===== config.mk =====
export PLATFORM = sky130hd
export DESIGN_NAME = pulse_count_to_power_core_flat
export DESIGN_NICKNAME = d
export VERILOG_FILES = /design/src/rtl/pctp_pkg.sv /design/src/rtl/pctp_in_if.sv /design/src/rtl/pctp_out_if.sv /design/src/rtl/pctp_store.sv /design/src/rtl/pctp_div.sv /design/src/rtl/pulse_count_to_power_core.sv /design/src/flat_wrapper.sv
export SDC_FILE = /design/constraint.sdc
export NUM_CORES = 2
export LEC_CHECK = 0
export ABC_AREA = 1
export ABC_CLOCK_PERIOD_IN_PS = 23800
export BUFFER_PORTS_ARGS = -buffer_cell sky130_fd_sc_hd__buf_2
export CORE_AREA = 2 2 479 481
export DETAILED_ROUTE_END_ITERATION = 16
export DIE_AREA = 0 0 481 483
export HOLD_SLACK_MARGIN = 0.03
export PLACE_DENSITY_LB_ADDON = 0.1
export SYNTH_ARGS = -nofsm -noshare
export SYNTH_HDL_FRONTEND = slang
export SYNTH_HIERARCHICAL = 1
export SYNTH_SLANG_ARGS = --single-unit

===== constraint.sdc =====
create_clock -name clk -period 23.8 [get_ports clk]
set_input_delay 7.14 -clock clk [delete_from_list [all_inputs] [get_ports clk]]
set_output_delay 7.14 -clock clk [all_outputs]
set_load 0.02 [all_outputs]

===== src/rtl/pctp_pkg.sv =====
// ----------------------------------------------------------------------------
// pctp_pkg: shared types and constants of the pulse count to power block
// Widths of the reading and result words, the per-sensor table entry and the
// control structs between the core, the table store and the divider.
// ----------------------------------------------------------------------------
`default_nettype none

package pctp_pkg;

  // table depth and address width
  localparam int SENSORS  = 16;
  localparam int SENSOR_W = (SENSORS > 1) ? $clog2(SENSORS) : 1;

  // field widths of the channels
  localparam int SENSOR_IN_W  = 8;
  localparam int TIME_W       = 32;
  localparam int COUNT_W      = 32;
  localparam int RATE_W       = 16;
  localparam int SENSOR_OUT_W = 4;
  localparam int WATTS_W      = 14;

  // milliseconds per hour
  localparam int SCALE_W = 22;
  localparam logic [SCALE_W-1:0] MS_PER_HOUR = 22'd3600000;

  // datapath widths: numerator, denominator, quotient incl. overflow bit
  localparam int NUM_W  = COUNT_W + SCALE_W;
  localparam int DEN_W  = TIME_W + RATE_W;
  localparam int QUOT_W = WATTS_W + 1;
  localparam int DSH_W  = DEN_W + QUOT_W - 1;
  localparam int STEP_W = $clog2(QUOT_W);

  localparam logic [QUOT_W-1:0] MAX_WATTS = 15'd10000;

  // one row of the sensor table
  typedef struct packed {
    logic [TIME_W-1:0]  ts;
    logic [COUNT_W-1:0] cnt;
    logic [RATE_W-1:0]  rate;
  } entry_t;

  typedef struct packed {
    logic                en;
    logic [SENSOR_W-1:0] addr;
  } rd_req_t;

  typedef struct packed {
    logic                en;
    logic [SENSOR_W-1:0] addr;
    entry_t              data;
  } wr_req_t;

  // entry as seen by the core; a never-written row reads as zero
  typedef struct packed {
    logic   seen;
    entry_t data;
  } rd_rsp_t;

  typedef struct packed {
    logic             start;
    logic [NUM_W-1:0] num;
    logic [DEN_W-1:0] den;
  } div_req_t;

  typedef struct packed {
    logic               done;
    logic               fit;
    logic [WATTS_W-1:0] watts;
  } div_rsp_t;

  typedef enum logic [2:0] {
    ST_IDLE,
    ST_CALC,
    ST_MUL,
    ST_CHECK,
    ST_DIV,
    ST_OUT
  } state_t;

  // absolute difference of two 32-bit words
  function automatic logic [TIME_W-1:0] abs_diff32(input logic [TIME_W-1:0] a,
                                                   input logic [TIME_W-1:0] b);
    abs_diff32 = (a >= b) ? (a - b) : (b - a);
  endfunction

endpackage

`default_nettype wire


===== src/rtl/pctp_in_if.sv =====
// ----------------------------------------------------------------------------
// pctp_in_if: meter reading channel
// Valid/ready channel carrying one reading word per handshake.
// ----------------------------------------------------------------------------
`default_nettype none

interface pctp_in_if;
  logic                             valid;
  logic                             ready;
  logic [pctp_pkg::SENSOR_IN_W-1:0] sensor;
  logic [pctp_pkg::TIME_W-1:0]      timestamp;
  logic [pctp_pkg::COUNT_W-1:0]     pulse_count;
  logic [pctp_pkg::RATE_W-1:0]      pulses_per_unit;

  modport source(output valid, sensor, timestamp, pulse_count, pulses_per_unit,
                 input ready);
  modport sink(input valid, sensor, timestamp, pulse_count, pulses_per_unit,
               output ready);
endinterface

`default_nettype wire


===== src/rtl/pctp_out_if.sv =====
// ----------------------------------------------------------------------------
// pctp_out_if: power result channel
// Valid/ready channel carrying one power word per handshake.
// ----------------------------------------------------------------------------
`default_nettype none

interface pctp_out_if;
  logic                              valid;
  logic                              ready;
  logic [pctp_pkg::SENSOR_OUT_W-1:0] sensor_out;
  logic [pctp_pkg::TIME_W-1:0]       time_out;
  logic [pctp_pkg::WATTS_W-1:0]      power_watts;

  modport source(output valid, sensor_out, time_out, power_watts, input ready);
  modport sink(input valid, sensor_out, time_out, power_watts, output ready);
endinterface

`default_nettype wire


===== src/rtl/pctp_store.sv =====
// ----------------------------------------------------------------------------
// pctp_store: per-sensor table of last time, count and rate
// Synchronous memory with a registered read port and a write port, plus one
// seen flag per sensor in flip-flops that reset clears.
// ----------------------------------------------------------------------------
`default_nettype none

module pctp_store (
  input  wire logic              clk,
  input  wire logic              rst_n,
  input  wire pctp_pkg::rd_req_t rd_req,
  input  wire pctp_pkg::wr_req_t wr_req,
  output pctp_pkg::rd_rsp_t      rd_rsp
);

  pctp_pkg::entry_t                 mem [pctp_pkg::SENSORS];
  logic [pctp_pkg::SENSORS-1:0]     seen_r;
  pctp_pkg::entry_t                 rd_data_r;
  logic                             rd_seen_r;

  // table memory: write port and registered read port
  always_ff @(posedge clk) begin
    if (wr_req.en) begin
      mem[wr_req.addr] <= wr_req.data;
    end
    if (rd_req.en) begin
      rd_data_r <= mem[rd_req.addr];
    end
  end

  // seen flags double as valid bits of the table rows
  always_ff @(posedge clk) begin
    if (!rst_n) begin
      seen_r    <= '0;
      rd_seen_r <= 1'b0;
    end else begin
      if (wr_req.en) begin
        seen_r[wr_req.addr] <= 1'b1;
      end
      if (rd_req.en) begin
        rd_seen_r <= seen_r[rd_req.addr];
      end
    end
  end

  // a row not yet written reads as all zero
  always_comb begin
    rd_rsp.seen = rd_seen_r;
    rd_rsp.data = rd_seen_r ? rd_data_r : '0;
  end

endmodule

`default_nettype wire


===== src/rtl/pctp_div.sv =====
// ----------------------------------------------------------------------------
// pctp_div: bit-serial restoring divider for the power quotient
// Produces one quotient bit per cycle once started and flags whether
// the exact quotient lies in 0..MAX_WATTS.
// ----------------------------------------------------------------------------
`default_nettype none

module pctp_div (
  input  wire logic               clk,
  input  wire logic               rst_n,
  input  wire pctp_pkg::div_req_t req,
  output pctp_pkg::div_rsp_t      rsp
);

  logic [pctp_pkg::NUM_W-1:0]  rem_r;
  logic [pctp_pkg::DSH_W-1:0]  dsh_r;
  logic [pctp_pkg::QUOT_W-1:0] quot_r;
  logic [pctp_pkg::STEP_W-1:0] step_r;
  logic                        busy_r;
  logic                        done_r;
  logic                        take;

  // trial subtract of the shifted divisor
  assign take = pctp_pkg::DSH_W'(rem_r) >= dsh_r;

  // step control
  always_ff @(posedge clk) begin
    if (!rst_n) begin
      busy_r <= 1'b0;
      done_r <= 1'b0;
    end else begin
      done_r <= 1'b0;
      if (req.start) begin
        busy_r <= 1'b1;
      end else if (busy_r && (step_r == '0)) begin
        busy_r <= 1'b0;
        done_r <= 1'b1;
      end
    end
  end

  // remainder, shifted divisor and quotient
  always_ff @(posedge clk) begin
    if (req.start) begin
      rem_r  <= req.num;
      dsh_r  <= {req.den, {(pctp_pkg::QUOT_W-1){1'b0}}};
      quot_r <= '0;
      step_r <= pctp_pkg::STEP_W'(pctp_pkg::QUOT_W - 1);
    end else if (busy_r) begin
      if (take) begin
        rem_r <= rem_r - dsh_r[pctp_pkg::NUM_W-1:0];
      end
      quot_r <= {quot_r[pctp_pkg::QUOT_W-2:0], take};
      dsh_r  <= dsh_r >> 1;
      step_r <= step_r - 1'b1;
    end
  end

  // in range when below the limit, or exactly at it with no remainder
  always_comb begin
    rsp.done  = done_r;
    rsp.fit   = (quot_r < pctp_pkg::MAX_WATTS) ||
                ((quot_r == pctp_pkg::MAX_WATTS) && (rem_r == '0));
    rsp.watts = quot_r[pctp_pkg::WATTS_W-1:0];
  end

endmodule

`default_nettype wire


===== src/rtl/pulse_count_to_power_core.sv =====
// ----------------------------------------------------------------------------
// pulse_count_to_power_core: average power from pulse-meter readings
// Keeps the last reading of each sensor and turns the next one into watts.
// ----------------------------------------------------------------------------
// Each accepted reading is processed alone, in the states in order: ST_IDLE
// takes the word and reads the sensor's table row, ST_CALC forms the deltas
// and writes the row back, ST_MUL forms the two products, ST_CHECK checks the
// denominator and starts the bit-serial divider, ST_DIV waits to see it
// finish, and ST_OUT hands the result to the output register. A reading whose
// power is out of range returns to ST_IDLE from ST_DIV, the first reading of
// a sensor or one with a zero denominator returns from ST_CHECK, and a
// reading with an out-of-range index never leaves ST_IDLE. A result word that
// cannot enter the output register because the previous one is still stalled
// waits in ST_OUT until that one is taken. in_ch.ready is high only while no
// reading is in progress; a finished word waits in the output register
// without holding up the next reading. Readings for a sensor index at or
// above SENSORS are taken and dropped. The table is valid right after reset.
// ----------------------------------------------------------------------------
`default_nettype none

module pulse_count_to_power_core (
  input  wire logic   clk,
  input  wire logic   rst_n,
  pctp_in_if.sink     in_ch,
  pctp_out_if.source  out_ch
);

  pctp_pkg::state_t   state_r, state_nxt;
  pctp_pkg::rd_req_t  rd_req;
  pctp_pkg::wr_req_t  wr_req;
  pctp_pkg::rd_rsp_t  rd_rsp;
  pctp_pkg::div_req_t div_req;
  pctp_pkg::div_rsp_t div_rsp;

  logic [pctp_pkg::SENSOR_W-1:0]     idx_r;
  logic [pctp_pkg::SENSOR_OUT_W-1:0] sensor_lo_r;
  logic [pctp_pkg::TIME_W-1:0]       ts_r;
  logic [pctp_pkg::COUNT_W-1:0]      cnt_r;
  logic [pctp_pkg::RATE_W-1:0]       rate_in_r;
  logic [pctp_pkg::TIME_W-1:0]       dt_r;
  logic [pctp_pkg::COUNT_W-1:0]      dc_r;
  logic [pctp_pkg::RATE_W-1:0]       rate_r;
  logic                              hit_r;
  logic [pctp_pkg::NUM_W-1:0]        num_r;
  logic [pctp_pkg::DEN_W-1:0]        den_r;

  logic                              out_valid_r;
  logic                              out_valid_nxt;
  logic [pctp_pkg::SENSOR_OUT_W-1:0] sensor_out_r;
  logic [pctp_pkg::TIME_W-1:0]       time_out_r;
  logic [pctp_pkg::WATTS_W-1:0]      power_r;

  logic                              in_range;
  logic                              out_free;
  logic                              den_ok;
  logic                              load_out;
  logic [pctp_pkg::RATE_W-1:0]       rate_used;
  logic [pctp_pkg::NUM_W-1:0]        num_prod;
  logic [pctp_pkg::DEN_W-1:0]        den_prod;

  // sensor table and divider
  pctp_store u_store (
    .clk    (clk),
    .rst_n  (rst_n),
    .rd_req (rd_req),
    .wr_req (wr_req),
    .rd_rsp (rd_rsp)
  );

  pctp_div u_div (
    .clk   (clk),
    .rst_n (rst_n),
    .req   (div_req),
    .rsp   (div_rsp)
  );

  // status terms
  assign in_range = (pctp_pkg::SENSOR_IN_W+1)'(in_ch.sensor) <
                    (pctp_pkg::SENSOR_IN_W+1)'(pctp_pkg::SENSORS);
  assign out_free = !out_valid_r || out_ch.ready;
  assign den_ok   = hit_r && (den_r != '0);

  // zero rate in the word keeps the stored one
  assign rate_used = (rate_in_r != '0) ? rate_in_r : rd_rsp.data.rate;

  // products
  assign num_prod = pctp_pkg::NUM_W'(dc_r) * pctp_pkg::NUM_W'(pctp_pkg::MS_PER_HOUR);
  assign den_prod = pctp_pkg::DEN_W'(dt_r) * pctp_pkg::DEN_W'(rate_r);

  // next state
  always_comb begin
    state_nxt = state_r;
    case (state_r)
      pctp_pkg::ST_IDLE: begin
        if (in_ch.valid && in_range) begin
          state_nxt = pctp_pkg::ST_CALC;
        end
      end
      pctp_pkg::ST_CALC:  state_nxt = pctp_pkg::ST_MUL;
      pctp_pkg::ST_MUL:   state_nxt = pctp_pkg::ST_CHECK;
      pctp_pkg::ST_CHECK: begin
        state_nxt = den_ok ? pctp_pkg::ST_DIV : pctp_pkg::ST_IDLE;
      end
      pctp_pkg::ST_DIV: begin
        if (div_rsp.done) begin
          state_nxt = div_rsp.fit ? pctp_pkg::ST_OUT : pctp_pkg::ST_IDLE;
        end
      end
      pctp_pkg::ST_OUT: begin
        if (out_free) begin
          state_nxt = pctp_pkg::ST_IDLE;
        end
      end
      default: state_nxt = pctp_pkg::ST_IDLE;
    endcase
  end

  // control outputs
  always_comb begin
    in_ch.ready    = (state_r == pctp_pkg::ST_IDLE);
    rd_req.en      = (state_r == pctp_pkg::ST_IDLE) && in_ch.valid && in_range;
    rd_req.addr    = in_ch.sensor[pctp_pkg::SENSOR_W-1:0];
    wr_req.en      = (state_r == pctp_pkg::ST_CALC);
    wr_req.addr    = idx_r;
    wr_req.data    = '{ts: ts_r, cnt: cnt_r, rate: rate_used};
    div_req.start  = (state_r == pctp_pkg::ST_CHECK) && den_ok;
    div_req.num    = num_r;
    div_req.den    = den_r;
    load_out       = (state_r == pctp_pkg::ST_OUT) && out_free;
  end

  always_ff @(posedge clk) begin
    if (!rst_n) begin
      state_r <= pctp_pkg::ST_IDLE;
    end else begin
      state_r <= state_nxt;
    end
  end

  // reading capture, deltas and products
  always_ff @(posedge clk) begin
    if (rd_req.en) begin
      idx_r       <= in_ch.sensor[pctp_pkg::SENSOR_W-1:0];
      sensor_lo_r <= in_ch.sensor[pctp_pkg::SENSOR_OUT_W-1:0];
      ts_r        <= in_ch.timestamp;
      cnt_r       <= in_ch.pulse_count;
      rate_in_r   <= in_ch.pulses_per_unit;
    end
    if (state_r == pctp_pkg::ST_CALC) begin
      dt_r   <= pctp_pkg::abs_diff32(rd_rsp.data.ts, ts_r);
      dc_r   <= pctp_pkg::abs_diff32(rd_rsp.data.cnt, cnt_r);
      rate_r <= rate_used;
      hit_r  <= rd_rsp.seen;
    end
    if (state_r == pctp_pkg::ST_MUL) begin
      num_r <= num_prod;
      den_r <= den_prod;
    end
  end

  // output register
  always_comb begin
    if (load_out) begin
      out_valid_nxt = 1'b1;
    end else if (out_ch.ready) begin
      out_valid_nxt = 1'b0;
    end else begin
      out_valid_nxt = out_valid_r;
    end
  end

  always_ff @(posedge clk) begin
    if (!rst_n) begin
      out_valid_r <= 1'b0;
    end else begin
      out_valid_r <= out_valid_nxt;
    end
  end

  always_ff @(posedge clk) begin
    if (load_out) begin
      sensor_out_r <= sensor_lo_r;
      time_out_r   <= ts_r;
      power_r      <= div_rsp.watts;
    end
  end

  assign out_ch.valid       = out_valid_r;
  assign out_ch.sensor_out  = sensor_out_r;
  assign out_ch.time_out    = time_out_r;
  assign out_ch.power_watts = power_r;

endmodule

`default_nettype wire


===== src/flat_wrapper.sv =====
// flat-port wrapper written by rule: the top's interface ports become plain ports
module pulse_count_to_power_core_flat 
  (clk, rst_n, in_ch_valid, in_ch_sensor, in_ch_timestamp, in_ch_pulse_count, in_ch_pulses_per_unit, in_ch_ready, out_ch_valid, out_ch_sensor_out, out_ch_time_out, out_ch_power_watts, out_ch_ready);
  pctp_in_if in_ch_i ();
  pctp_out_if out_ch_i ();
  input  wire logic clk;
  input  wire logic rst_n;
  input wire logic [$bits(in_ch_i.valid)-1:0] in_ch_valid;
  input wire logic [$bits(in_ch_i.sensor)-1:0] in_ch_sensor;
  input wire logic [$bits(in_ch_i.timestamp)-1:0] in_ch_timestamp;
  input wire logic [$bits(in_ch_i.pulse_count)-1:0] in_ch_pulse_count;
  input wire logic [$bits(in_ch_i.pulses_per_unit)-1:0] in_ch_pulses_per_unit;
  output wire logic [$bits(in_ch_i.ready)-1:0] in_ch_ready;
  output wire logic [$bits(out_ch_i.valid)-1:0] out_ch_valid;
  output wire logic [$bits(out_ch_i.sensor_out)-1:0] out_ch_sensor_out;
  output wire logic [$bits(out_ch_i.time_out)-1:0] out_ch_time_out;
  output wire logic [$bits(out_ch_i.power_watts)-1:0] out_ch_power_watts;
  input wire logic [$bits(out_ch_i.ready)-1:0] out_ch_ready;
  assign in_ch_i.valid = in_ch_valid;
  assign in_ch_i.sensor = in_ch_sensor;
  assign in_ch_i.timestamp = in_ch_timestamp;
  assign in_ch_i.pulse_count = in_ch_pulse_count;
  assign in_ch_i.pulses_per_unit = in_ch_pulses_per_unit;
  assign in_ch_ready = in_ch_i.ready;
  assign out_ch_valid = out_ch_i.valid;
  assign out_ch_sensor_out = out_ch_i.sensor_out;
  assign out_ch_time_out = out_ch_i.time_out;
  assign out_ch_power_watts = out_ch_i.power_watts;
  assign out_ch_i.ready = out_ch_ready;
  pulse_count_to_power_core u_core (.clk(clk), .rst_n(rst_n), .in_ch(in_ch_i), .out_ch(out_ch_i));
endmodule

# --- Word-level counts from Yosys, hierarchy flattened ---
# Memory sizes are Yosys's and may differ from the RTL's. A register that Yosys moved wholly into a read port is not among the register bits.
# Index checks and enable logic that the tools add are counted.
word_totals:
  reg_bits: 468
  ramBits: 1280
  input_bits: 92
  output_inout_bits: 52
  wordCells: 103
  memories: 1
classes:
  n_addsub: 6
  n_mul: 2
  order_cmp: 8
  eq_ne: 9
  muxes: 26
  bitwise: 2
  reduce_logical: 24
memory_table:
  columns: ["name", "words", "width", "read_ports", "rd_ports_with_merged_regs", "wr", "line_no", "rtl"]
  rows:
  - ["u_core.u_store.mem", 16, 80, 1, 1, 1, "pctp_store.sv:16", "pctp_pkg::entry_t mem [pctp_pkg::SENSORS];"]
op_table:
  columns: ["cell", "n"]
  rows:
  - ["2-to-1 mux 54 bit", 3]
  - ["subtractor 32 bit", 4]
  - ["2-to-1 mux 62 bit", 2]
  - ["2-to-1 mux 80 bit", 1]
  - ["greater-or-equal comparator 32 bit", 2]
  - ["2-to-1 mux 32 bit", 2]
  - ["greater-or-equal comparator 54 x 62 -> 1 bit", 1]
  - ["logical NOT 54 bit", 1]
  - ["subtractor 54 bit", 1]
  - ["multiplier 32 x 16 -> 48 bit", 1]
  - ["nonzero test 48 bit", 1]
  - ["multiplier 32 x 15 -> 47 bit, second input constant", 1]
  - ["one-hot mux 3 bit (6 select lines)", 1]
  - ["2-to-1 mux 16 bit", 1]
  - ["bitwise OR 16 bit", 1]
  - ["nonzero test 16 bit", 1]
  - ["equality test 15 x 14 -> 1 bit, second input constant", 1]
  - ["< comparator 15 x 14 -> 1 bit, second input constant", 1]
  - ["2-to-1 mux 3 bit", 5]
  - ["< comparator 4 x 5 -> 1 bit, second input constant", 2]
  - ["logical AND 1 bit", 9]
  - ["2-to-1 mux 1 bit", 9]
  - ["< comparator 8 x 5 -> 1 bit, second input constant", 1]
  - ["nonzero test 2 bit", 4]
  - ["17 further kinds", 21]

# --- Depth between registers and ports, before layout ---
depth:
  depth_word: 6
  ltp_mapped: 27
  depth_no_buf: 25

# --- By module ---
# Netlist, hierarchy kept.
by_module_without_submodules:
  columns: ["module", "n_inst", "cells_each", "area_each_um2", "seq_area_each_um2"]
  rows:
  - ["pctp_store", 1, 4037, 53814.1, 41179.5]
  - ["pulse_count_to_power_core", 1, 6202, 48332.6, 9389.0]
  - ["pctp_div", 1, 1649, 10860.4, 3763.6]

# --- Least setup slack after synthesis ---
# OpenSTA, ideal clock, no wires.
synth_path:
  kind: "input -> register"
  from: "input in_ch_sensor[6]"
  to: "register u_core/cnt_r[0] (netlist bit) (enable)"
  setup_time_ns: 0.894
  t_arrival_ns: 18.635
  required_time_ns: 22.906
  path_slack_ns: 4.272
  path_stages: 3
  path_buffers: 0
  path_cell_list: "nor4_1 > nand2_1 > nor3_1"
synth_rtl:
  columns: ["element", "line_no", "rtl"]
  rows:
  - ["start: declaration", "flat_wrapper.sv:9", "input wire logic [$bits(in_ch_i.sensor)-1:0] in_ch_sensor;"]
  - ["end signal: assignment", "pulse_count_to_power_core.sv:146", "cnt_r <= in_ch.pulse_count;"]
  - ["end: declaration", "pulse_count_to_power_core.sv:38", "logic [pctp_pkg::COUNT_W-1:0] cnt_r;"]

# --- Worst setup path in the final report ---
layout_path:
  from: "input in_ch_sensor[0]"
  to: "register, netlist name u_core/u_store/rd_data_r[41]"
layout_between:
  elab_chain_cells: 2
layout_rtl:
  columns: ["element", "line_no", "rtl"]
  rows:
  - ["< comparator 8 x 5 -> 1 bit", "pulse_count_to_power_core.sv:78", "assign in_range = (pctp_pkg::SENSOR_IN_W+1)'(in_ch.sensor) <"]
  - ["logical AND 1 bit", "pulse_count_to_power_core.sv:121", "rd_req.en = (state_r == pctp_pkg::ST_IDLE) && in_ch.valid && in_range;"]
# Several ways; a longest one is shown, not always the timed one.
# A chain may end at the register's enable or synchronous reset.

==> results_dict.tcl <==
set metrics [dict create \
    status "complete, no violations" \
    wl_per_cell_um 21.61 \
    clkSinkCount 1828 \
    synth_top_family_by_area "adder cells" \
    synth-edff-count 1772 \
    nFillCells 20480 \
    ys_seq_elements 1828 \
    start_kind "input pin" \
    slew_viol_final 0 \
    synthXorXnorAreaFrac 0.01031 \
    drive_gt1_frac 0.06086 \
    seq_area_mm2 0.05434 \
    dp_hpwl_um 218800 \
    antenna_found_initial 11 \
    crit_chain "buf_8 -> buf_4 -> buf_4 -> buf_4 -> buf_4 -> nor2_1 -> nor2_1 -> o21ai_0 -> o211ai_1 -> nand3_1 -> nand2_1" \
    clockRootBuffer "clkbuf_16" \
    final_common_cell "nand2_1" \
    dieArea_mm2 0.2323 \
    grt.overflow.total 0 \
    synthSimpleGateAreaFrac 0.1708 \
    placed_area_mm2 0.1163 \
    slew-limit-headroom 0.1465 \
    worstSkewPairLatency_ns 0.89 \
    yosys.area_share.adder 0.1726 \
    grt_pass1_wl_um 494200 \
    viasPerCell 5.385 \
    critPathKind "input pin to register" \
    synthCells 11890 \
    cp.arrival_ns 10.54 \
    cp_common_cell "buf_4" \
    fp-row-count 175 \
    layout_min_cycle_time_ns 9.864 \
    port_buffers 143 \
    die_x_um 481 \
    final_util 0.5403 \
    start_util 0.4982 \
    drtIter0Drc 6800 \
    worst_pin_slew_ns 1.267 \
    drt_pre_antenna_iters 6 \
    cp.required_ns 24.48 \
    post-route-drc-count 0 \
    grt_max_degree 325 \
    h-tree-depth 4 \
    path_clk_slew_ns 0.06 \
    syn-cell-area_mm2 0.1130 \
    yosys_warnings 6 \
    coreArea_mm2 0.2268 \
    maxCapViolCount 0 \
    die_h_um 483 \
    cts_tree "built" \
    finClkSkew_ns 0.07976 \
    synth_top_area_frac 0.4709 \
    grt_util_all_layers 0.2797 \
    grt_setup_unrepaired "no" \
    grt_pass1_vias 81680 \
    hold_viol 0 \
    ctsHoldBuffers 0 \
    yosysTopAreaCell "edfxtp_1" \
    tns_ns 0 \
    max_freq_ghz 0.1014 \
    ys.flop_type "edfxtp_1" \
    final_cell_mix "nand2_1 (2,694), inv_1 (2,109), edfxtp_1 (1,772)" \
    hold_class "register to register" \
    multiInputGateArea_mm2 0.04845 \
    yosysSeqAreaShare 0.4808 \
    cts_buffers 189 \
    stdcell_area_mm2 0.1226 \
    worstPathMaxFanout 132 \
    setup_viol 0 \
    cp-end-kind "register" \
    drt_wl_total_um 325100 \
    ctsResizeCount 0 \
    cts_max_path_buffers 3 \
    async_reset_ff_frac 0 \
    synth_compound_area_frac 0.07340 \
    synth.area.top_cells "edfxtp_1 (47%), fa_1 (12%), nand2_1 (8.9%), inv_1 (7.0%), ha_1 (5.2%)" \
    avgSynthCellArea_um2 9.506 \
    cp_slowest_stage_delay_ns 0.74 \
    nets 13120 \
    ant_nets 0 \
    worst_path_max_delay_cell "buf_4" \
    min_period_over_period 0.4145 \
    cts_setup_buffers 0 \
    dr_total_vias 81010 \
    io_pins 144 \
    area_growth_pct 8.460 \
    synth_mux_area_frac 0 \
    finalWeightedCongestion 0.9332 \
    synth_cell_types 55 \
]
## synth_stat cells (80+ instances only)
cell type / n
nand2_1: 2694
inv_1: 2111
edfxtp_1: 1772
nor2_1: 1298
o21ai_0: 747
fa_1: 683
nand3_1: 489
ha_1: 466
o211ai_1: 279
clkbuf_1: 275
a21oi_1: 215
buf_2: 80
xor2_1: 80
## critical path: cells and delay by family
family | cells | cell delay, ns
AO/OA/AOI/OAI | 2 | 0.23
AND/OR/NAND/NOR | 4 | 0.43
buffers and inverters | 5 | 2.59
## per-layer routing
layer,wire length [um],GRT usage,share of wire
met1,138300,0.3758,0.43
met5,13,0,0.000040
met3,18100,0.03280,0.056
met4,10680,0.08900,0.033
met2,158000,0.4732,0.49
## layout make-up
| class | count | share of cell area |
|---|---|---|
| clock inverters | 111 | 0.01062 |
| inverters | 2138 | 0.06580 |
| diodes | 8 | 0.0001633 |
| multi-input cells | 7454 | 0.3953 |
| flip-flops and latches | 1828 | 0.4433 |
| well taps | 3009 | 0.03072 |
| repair buffers | 263 | 0.01369 |
| clock buffers | 233 | 0.04043 |
## kinds of logic after synthesis
kind of cell / after synthesis
xor gates and xnor gates: 133
AOI/OAI and AO/OA: 1426
buffers and inverters: 2612
and+or+nand+nor: 4739
other: 1
DFF: 1828
adders and majority gates: 1149
## worst paths after layout
kind | startpoint | to | slack [ns] | depth (start not counted)
worst max-delay path | in_ch_sensor[0] | u_core/u_store/rd_data_r[41]$_DFFE_PP_ | 13.94 | 11
worst min-delay path | u_core/u_div/quot_r[5]$_SDFFE_PP0P_ | u_core/out_ch.power_watts[5]$_DFFE_PP_ | 0.43 | 0
worst max register to register | u_core/dt_r[17]$_DFFE_PP_ | u_core/den_r[28]$_DFFE_PP_ | 17.36 | 18
worst min register to register | u_core/u_div/quot_r[5]$_SDFFE_PP0P_ | u_core/out_ch.power_watts[5]$_DFFE_PP_ | 0.43 | 0
## metrics by stage
| stage | hold slack [ns] | setup WS, ns | instances |
|---|---|---|---|
| floorplan | 0.4322 | 4.272 | 11890 |
| global placement | 0.4137 | 13.12 | 14690 |
| detailed placement | 0.4141 | 13.04 | 14690 |
| CTS | 0.4273 | 13.95 | 15040 |
| global route | 0.4380 | 13.68 | 15040 |
| finish | 0.4310 | 13.94 | 15040 |
## flip-flops by register name, indices dropped and copies added (netlist names), 47 cells and up
| signal | flops |
|---|---|
| u_core/u_store/mem | 1280 |
| u_core/num_r | 47 |
| u_core/u_div/rem_r | 54 |
| u_core/u_div/dsh_r | 62 |
| u_core/den_r | 48 |
| u_core/u_store/rd_data_r | 80 |
Power is not shown: default switching activity piles up to over one toggle a cycle in this logic, so the estimate is an artifact.
